### config.mk
export PLATFORM = sky130hd
export DESIGN_NAME = imurot_unwrap
export DESIGN_NICKNAME = d
export VERILOG_FILES = /design/src/rtl/core/imurot_pkg.sv /design/src/rtl/core/imurot_unwrap.sv
export SDC_FILE = /design/constraint.sdc
export NUM_CORES = 1
export LEC_CHECK = 0
export BUFFER_PORTS_ARGS = -buffer_cell sky130_fd_sc_hd__buf_2
export CAP_MARGIN = 20
export CORE_UTILIZATION = 60
export CTS_CLUSTER_SIZE = 8
export DETAILED_ROUTE_END_ITERATION = 6
export HOLD_SLACK_MARGIN = 0.1
export MAX_ROUTING_LAYER = met4
export PLACE_DENSITY = 0.84
export SLEW_MARGIN = 10
export SYNTH_ARGS = -nofsm -noshare
export SYNTH_HDL_FRONTEND = slang
export SYNTH_SLANG_ARGS = --single-unit
### constraint.sdc
create_clock -name clk_i -period 14.65 [get_ports clk_i]
set_input_delay 1.465 -clock clk_i [delete_from_list [all_inputs] [get_ports clk_i]]
set_output_delay 1.465 -clock clk_i [all_outputs]
set_load 0.01 [all_outputs]
### src/rtl/core/imurot_pkg.sv
package imurot_pkg;

  localparam int DATA_W    = 32;
  localparam int COEF_W    = 16;
  localparam int COEF_FRAC = 14;
  localparam int KIND_W    = 3;
  localparam int WRAP_W    = 8;
  localparam int ROW_W     = 3 * COEF_W;
  localparam int N_AXES    = 3;

  // full product, rounded product, row sum (also wide enough for yaw math)
  localparam int PROD_W = DATA_W + COEF_W;
  localparam int RND_W  = PROD_W - COEF_FRAC;
  localparam int SUM_W  = RND_W + 2;

  localparam int TWO_PI_Q   = 411775;
  localparam int FIVE_RAD_Q = 327680;

  localparam logic signed [WRAP_W-1:0] WRAP_MAX = WRAP_W'(127);
  localparam logic signed [WRAP_W-1:0] WRAP_MIN = -WRAP_W'(127);

  localparam logic [KIND_W-1:0] KIND_EULER = KIND_W'(3);

  localparam int REG_IDX_W = 2;
  localparam logic [REG_IDX_W-1:0] REG_ROW0 = REG_IDX_W'(0);
  localparam logic [REG_IDX_W-1:0] REG_ROW1 = REG_IDX_W'(1);
  localparam logic [REG_IDX_W-1:0] REG_ROW2 = REG_IDX_W'(2);

  localparam logic [ROW_W-1:0] ROW0_RST = ROW_W'(48'h4000_0000_0000);
  localparam logic [ROW_W-1:0] ROW1_RST = ROW_W'(48'h0000_4000_0000);
  localparam logic [ROW_W-1:0] ROW2_RST = ROW_W'(48'h0000_0000_4000);

  typedef logic [N_AXES-1:0][ROW_W-1:0] matrix_t;

  typedef struct packed {
    logic [KIND_W-1:0]        kind;
    logic signed [DATA_W-1:0] x;
    logic signed [DATA_W-1:0] y;
    logic signed [DATA_W-1:0] z;
  } vec_item_t;

  function automatic logic signed [DATA_W-1:0] sat_data(input logic signed [SUM_W-1:0] v);
    logic signed [SUM_W-1:0] hi;
    logic signed [SUM_W-1:0] lo;
    hi = SUM_W'({1'b0, {(DATA_W-1){1'b1}}});
    lo = -hi - SUM_W'(1);
    if (v > hi) begin
      return hi[DATA_W-1:0];
    end else if (v < lo) begin
      return lo[DATA_W-1:0];
    end
    return v[DATA_W-1:0];
  endfunction

endpackage

### src/rtl/core/imurot_unwrap.sv
module imurot_unwrap
  import imurot_pkg::*;
(
  input  logic                     clk_i,
  input  logic                     rst_ni,
  input  logic                     in_valid_i,
  output logic                     in_ready_o,
  input  vec_item_t                in_item_i,
  output logic                     out_valid_o,
  input  logic                     out_ready_i,
  output vec_item_t                out_item_o,
  output logic signed [WRAP_W-1:0] out_wraps_o
);

  logic signed [DATA_W-1:0] prev_yaw_q, prev_yaw_d;
  logic signed [WRAP_W-1:0] wrap_q, wrap_d;
  logic                     ov_q;
  vec_item_t                res_q, res_d;
  logic signed [WRAP_W-1:0] wraps_out_q;
  logic                     take;

  assign in_ready_o = !ov_q || out_ready_i;
  assign take       = in_ready_o && in_valid_i;

  always_comb begin
    logic signed [SUM_W-1:0] yaw;
    logic signed [SUM_W-1:0] diff;
    yaw  = SUM_W'(in_item_i.z) + SUM_W'(wrap_q) * SUM_W'(TWO_PI_Q);
    diff = yaw - SUM_W'(prev_yaw_q);
    wrap_d = wrap_q;
    if (diff > SUM_W'(FIVE_RAD_Q) || diff < -SUM_W'(FIVE_RAD_Q)) begin
      if (diff > 0) begin
        if (wrap_q > WRAP_MIN) wrap_d = wrap_q - WRAP_W'(1);
        yaw = yaw - SUM_W'(TWO_PI_Q);
      end else begin
        if (wrap_q < WRAP_MAX) wrap_d = wrap_q + WRAP_W'(1);
        yaw = yaw + SUM_W'(TWO_PI_Q);
      end
    end
    prev_yaw_d = sat_data(yaw);
    res_d = in_item_i;
    if (in_item_i.kind == KIND_EULER) res_d.z = prev_yaw_d;
  end

  always_ff @(posedge clk_i or negedge rst_ni) begin
    if (!rst_ni) begin
      ov_q       <= 1'b0;
      prev_yaw_q <= '0;
      wrap_q     <= '0;
    end else begin
      if (in_ready_o) ov_q <= in_valid_i;
      if (take && in_item_i.kind == KIND_EULER) begin
        prev_yaw_q <= prev_yaw_d;
        wrap_q     <= wrap_d;
      end
    end
  end

  always_ff @(posedge clk_i) begin
    if (take) begin
      res_q       <= res_d;
      wraps_out_q <= (in_item_i.kind == KIND_EULER) ? wrap_d : wrap_q;
    end
  end

  assign out_valid_o = ov_q;
  assign out_item_o  = res_q;
  assign out_wraps_o = wraps_out_q;

endmodule

# --- Yosys cells after proc, flatten, opt, wreduce, memory -nomap -nowiden ---
# Cells that the tools add are included.
totals:
  ff_bits: 148
  inputBits: 103
  out_inout_bits: 109
op_classes:
  add_sub_neg: 6
  n_mul: 1
  n_lt_le_gt_ge: 7
  eq_ne: 1
  mux: 13
  n_reduce_logical: 5
op_table:
  columns: ["cell", "count"]
  rows:
  - ["two-way mux 32 bit", 4]
  - ["two-way mux 36 bit", 2]
  - ["two-way mux 8 bit", 5]
  - ["> comparator 36 x 32 -> 1 bit (second input constant)", 1]
  - ["less-than comparator 36 x 32 -> 1 bit (second input constant)", 1]
  - ["adder 33 x 20 -> 34 bit (second input constant)", 1]
  - ["> comparator 34 x 1 -> 1 bit (second input constant)", 1]
  - ["> comparator 34 x 20 -> 1 bit (second input constant)", 1]
  - ["less-than comparator 34 x 20 -> 1 bit (second input constant)", 1]
  - ["subtractor 33 x 20 -> 34 bit (second input constant)", 1]
  - ["subtractor 33 x 32 -> 34 bit", 1]
  - ["adder 32 x 28 -> 33 bit", 1]
  - ["multiplier 8 x 20 -> 28 bit (second input constant)", 1]
  - ["adder 8 x 2 -> 8 bit (second input constant)", 1]
  - ["> comparator 8 bit (second input constant)", 1]
  - ["less-than comparator 8 bit (second input constant)", 1]
  - ["subtractor 8 x 2 -> 8 bit (second input constant)", 1]
  - ["equality test 3 x 2 -> 1 bit (second input constant)", 1]
  - ["logical AND 1 bit", 2]
  - ["logical OR 1 bit", 2]
  - ["two-way mux 1 bit", 2]
  - ["zero test 1 bit", 1]

# --- Logic depth before layout (Yosys ltp) ---
logic_depth:
  depth_word: 11
  depth_mapped: 49
  mapped_depth_nobuf: 44

# --- Worst setup path after synthesis ---
# Ideal clock, no wire load.
synth_path:
  path_kind: "input to register"
  from: "in in_item_i[6] in the netlist's numbering"
  to: "reg res_q (netlist bit out_item_o[20]), data pin"
  arrival_ps: 11685
  slack_ps: 2813
  stages: 43
  n_path_buf: 3
  path_cell_list: "fa_1 -> inv_1 -> fa_1 -> fa_1 -> inv_1 -> fa_1 -> fa_1 -> ha_1 -> o21a_1 -> o31a_1 -> o21ai_0 -> o21ai_0 -> a21o_1 -> a21oi_1 -> xor2_1 -> inv_1 -> ha_1 -> clkbuf_1 -> [7 not listed] -> nand4_1 -> o41ai_2 -> buf_2 -> inv_1 -> ha_1 -> and3_1 -> and2_1 -> a21o_1 -> a311o_1 -> a31oi_1 -> o21ai_0 -> a21oi_1 -> xnor2_1 -> o21a_1 -> clkbuf_1 -> o21ai_0 -> a22o_1 -> o21ai_0"
synth_rtl:
  columns: ["element", "line", "source"]
  rows:
  - ["start: declaration", "imurot_unwrap.sv:8", "input vec_item_t in_item_i,"]
  - ["end signal: assignment", "imurot_unwrap.sv:61", "res_q <= res_d;"]
  - ["end: declaration", "imurot_unwrap.sv:18", "vec_item_t res_q, res_d;"]

==> summary.txt <==
Worst setup path
  – CP endpoint kind: flip-flop
  – Worst Path Arrival: 14130 ps
  – Slowest CP cell: a2111oi_0
  – Reg2reg path depth: 39
  – Worst Path Max Fanout: 30
  – Crit path required time: 14840 ps
  – CP Class: input pin to flip-flop
  – Worst Setup Start Kind: input pin
  – Crit path largest cell delay: 970 ps

Clock tree
  – Worst skew pair latency: 450 ps
  – Post-CTS Repair Setup Buffers: 0
  – CTS H-tree depth: 4
  – Clock tree buffer depth: 2
  – CTS Hold Bufs: 0
  – CTS resizes: 0
  – TritonCTS Buffers: 17
  – CTS tree: yes
  – CTS Root Buffer Type: clkbuf_16
  – Clock transition at path regs: 70 ps
  – CTS sink cnt: 148

Synthesis
  – Simple-Gate Fraction of Synth Area: 13.0%
  – Syn Inst Count: 1589
  – Yosys warning total: 0
  – Async set or reset register ratio after synthesis: 27.7%
  – Yosys cell types: 85
  – Mapped Avg Cell Area: 9.19 um^2
  – Count of flip-flops with a built-in enable after synthesis: 107
  – Ys flop type: edfxtp_1
  – Sequential cell area fraction in the yosys report: 29.0%
  – Syn nets: 1942
  – Mux contribution to synthesized area: 1.33%
  – Synth Area in Adders: 25.0%
  – Synthesized flop and latch total: 148
  – Cell area after synthesis: 14600 um^2
  – Largest family of logic cells by synthesized area: adder cells
  – Synth Area in Compound Gates: 21.1%
  – Synth Area in XOR/XNOR: 4.38%

Status
  – Outcome: finished, violations left
  – Failing checks: DRC

Global routing
  – Total track usage: 37.1%
  – First-pass GRT wire length: 68000 um
  – Vias in the first global route: 12800
  – Largest net degree at the start of global routing: 70
  – Initial antenna violation count: 1
  – Grt total ovfl: 0

Floorplanning
  – Num rows: 56
  – I/O Pins: 212
  – Die Width: 158 um
  – Core box area: 23700 um^2
  – Die Span Y: 158 um
  – Die area: 25000 um^2
  – Initial Util: 61.7%

Final layout
  – Layout Nets: 2131
  – Fraction of layout cells with a size suffix above 1: 16.6%
  – Most common cell after layout, fill and taps aside: buf_2
  – Synth-to-Final Area Change: 13.5%
  – Fillers: 1857
  – Most frequent cells in the layout: 211 x buf_2, 194 x ha_1, 171 x inv_1, 149 x nand2_1, 113 x a21oi_1

STA
  – Setup TNS: 0 ps
  – Final hold violations: 0
  – Clock Skews: 13.0 ps
  – Period minus WS final: 13930 ps
  – Period utilization: 95.1%
  – Final Max Tran Viols: 0
  – Max transition margin: 27.1%
  – Final setup fails: 0
  – Slew @ Worst Pin: 1070 ps
  – RSZ-0062 raised after global routing: false
  – Fmax: 71.8 MHz

Route
  – Routed vias: 13400
  – Post-DRT Antenna Nets: 0
  – First-pass DRT Iterations: 7
  – Post-DR wirelength/cell: 21.3 um
  – Initial DRC Count: 1115
  – Vias per cell: 6.32
  – DRC violations left: 13
  – Post-Route WL: 45000 um

Hold path
  – Hold path cells: 2
  – Hold crit path type: flip-flop to flip-flop

Place
  – HPWL Detailed: 34000 um
  – RePlAce Congestion: 0.994
  – Port buffer count: 211

Run
  – Max-cap check violation count: 0
==> worst max-delay path: cells and delay by family <==
family,cells,cell delay [ps]
muxes,1,320
and+or+nand+nor,3,670
AOI/OAI and AO/OA,20,6310
adders and majority gates,8,3570
xor gates and xnor gates,2,680
buffers and inverters,6,1070
==> cells in the mapped netlist (7+ instances only) <==
| cell type | number | area, um^2 |
|---|---|---|
| a211o_1 | 7 | 61.3 |
| a211oi_1 | 17 | 128 |
| a21o_1 | 25 | 188 |
| a21oi_1 | 113 | 566 |
| a22o_1 | 8 | 70.1 |
| a31oi_1 | 12 | 75.1 |
| and2_1 | 12 | 75.1 |
| and3_1 | 18 | 113 |
| buf_2 | 10 | 50.1 |
| clkbuf_1 | 40 | 150 |
| dfrtp_1 | 41 | 1030 |
| edfxtp_1 | 107 | 3210 |
| fa_1 | 56 | 1120 |
| ha_1 | 194 | 2430 |
| inv_1 | 171 | 642 |
| maj3_1 | 11 | 110 |
| mux2_2 | 11 | 124 |
| mux2i_1 | 7 | 70.1 |
| nand2_1 | 149 | 559 |
| nand2b_1 | 14 | 87.6 |
| nand3_1 | 33 | 165 |
| nand4_1 | 19 | 119 |
| nor2_1 | 84 | 315 |
| nor2b_1 | 10 | 62.6 |
| nor3_1 | 31 | 155 |
| nor4_1 | 7 | 43.8 |
| o2111ai_1 | 8 | 70.1 |
| o211ai_1 | 19 | 143 |
| o21a_1 | 19 | 143 |
| o21ai_0 | 88 | 440 |
| o21ai_1 | 22 | 110 |
| o21bai_1 | 13 | 97.6 |
| o2bb2ai_1 | 7 | 61.3 |
| o31a_1 | 9 | 78.8 |
| o31ai_1 | 20 | 150 |
| xnor2_1 | 58 | 508 |
| xor2_1 | 15 | 131 |
==> metal layers <==
metal / vias to the layer above / track usage [%] / wire [um]
met1: 6258 / 42.0 / 17000
met5: - / - / 0
met4: 0 / 23.3 / 2660
li1: 6158 / - / -
met2: 751 / 59.3 / 21300
met3: 186 / 8.65 / 4030
==> path summary, 6_finish.rpt <==
check | start | endpoint | slack, ps
setup / recovery | in_item_i[6] | out_item_o[24] | 720
hold / removal | prev_yaw_q[14] | prev_yaw_q[14] | 480
setup reg to reg | wrap_q[0] | out_item_o[24] | 920
hold reg to reg | prev_yaw_q[14] | prev_yaw_q[14] | 480
max in group asynchronous | rst_ni | prev_yaw_q[19] | 13080
min in group asynchronous | rst_ni | wrap_q[5] | 1030
==> sequential cells by signal, summed over array words and instances (netlist names) <==
name         count
prev_yaw_q      32
out_item_o      99
out_wraps_o      8
out_valid_o      1
wrap_q           8
==> area by class of cell <==
cell class,instances,area (um^2),area share [%]
clock buffer,17,425,2.57
clock inverter,15,163,0.981
tap,319,399,2.41
timing repair buffer,225,1190,7.20
inverter,172,646,3.89
multi-input combinational,1214,9510,57.3
antenna,3,7.51,0.0453
sequential,148,4240,25.6
==> cells by family (layout without fill, tap and decap cells) <==
kind of cell    Yosys count  in the layout
compound gates          458            458
simple gates            404            404
fa+ha+maj               261            261
buf+inv                 227            429
flops                   148            148
xor+xnor                 73             73
mux                      18             18
other cells               0              3
==> through the flow <==
step | utilization [%] | setup WS [ps] | hold slack [ps] | cells | area [um^2]
floorplan | - | 2810 | 449 | 1589 | 14600
global placement | 67.3 | 931 | 463 | 2076 | 15900
detailed placement | 67.3 | 790 | 466 | 2076 | 15900
CTS | 69.8 | 1150 | 482 | 2108 | 16500
global route | 70.0 | 92.9 | 510 | 2111 | 16600
finish | 70.0 | 717 | 478 | 2113 | 16600
Power is not shown: default switching activity piles up to over one toggle a cycle in this logic, so the estimate is an artifact.
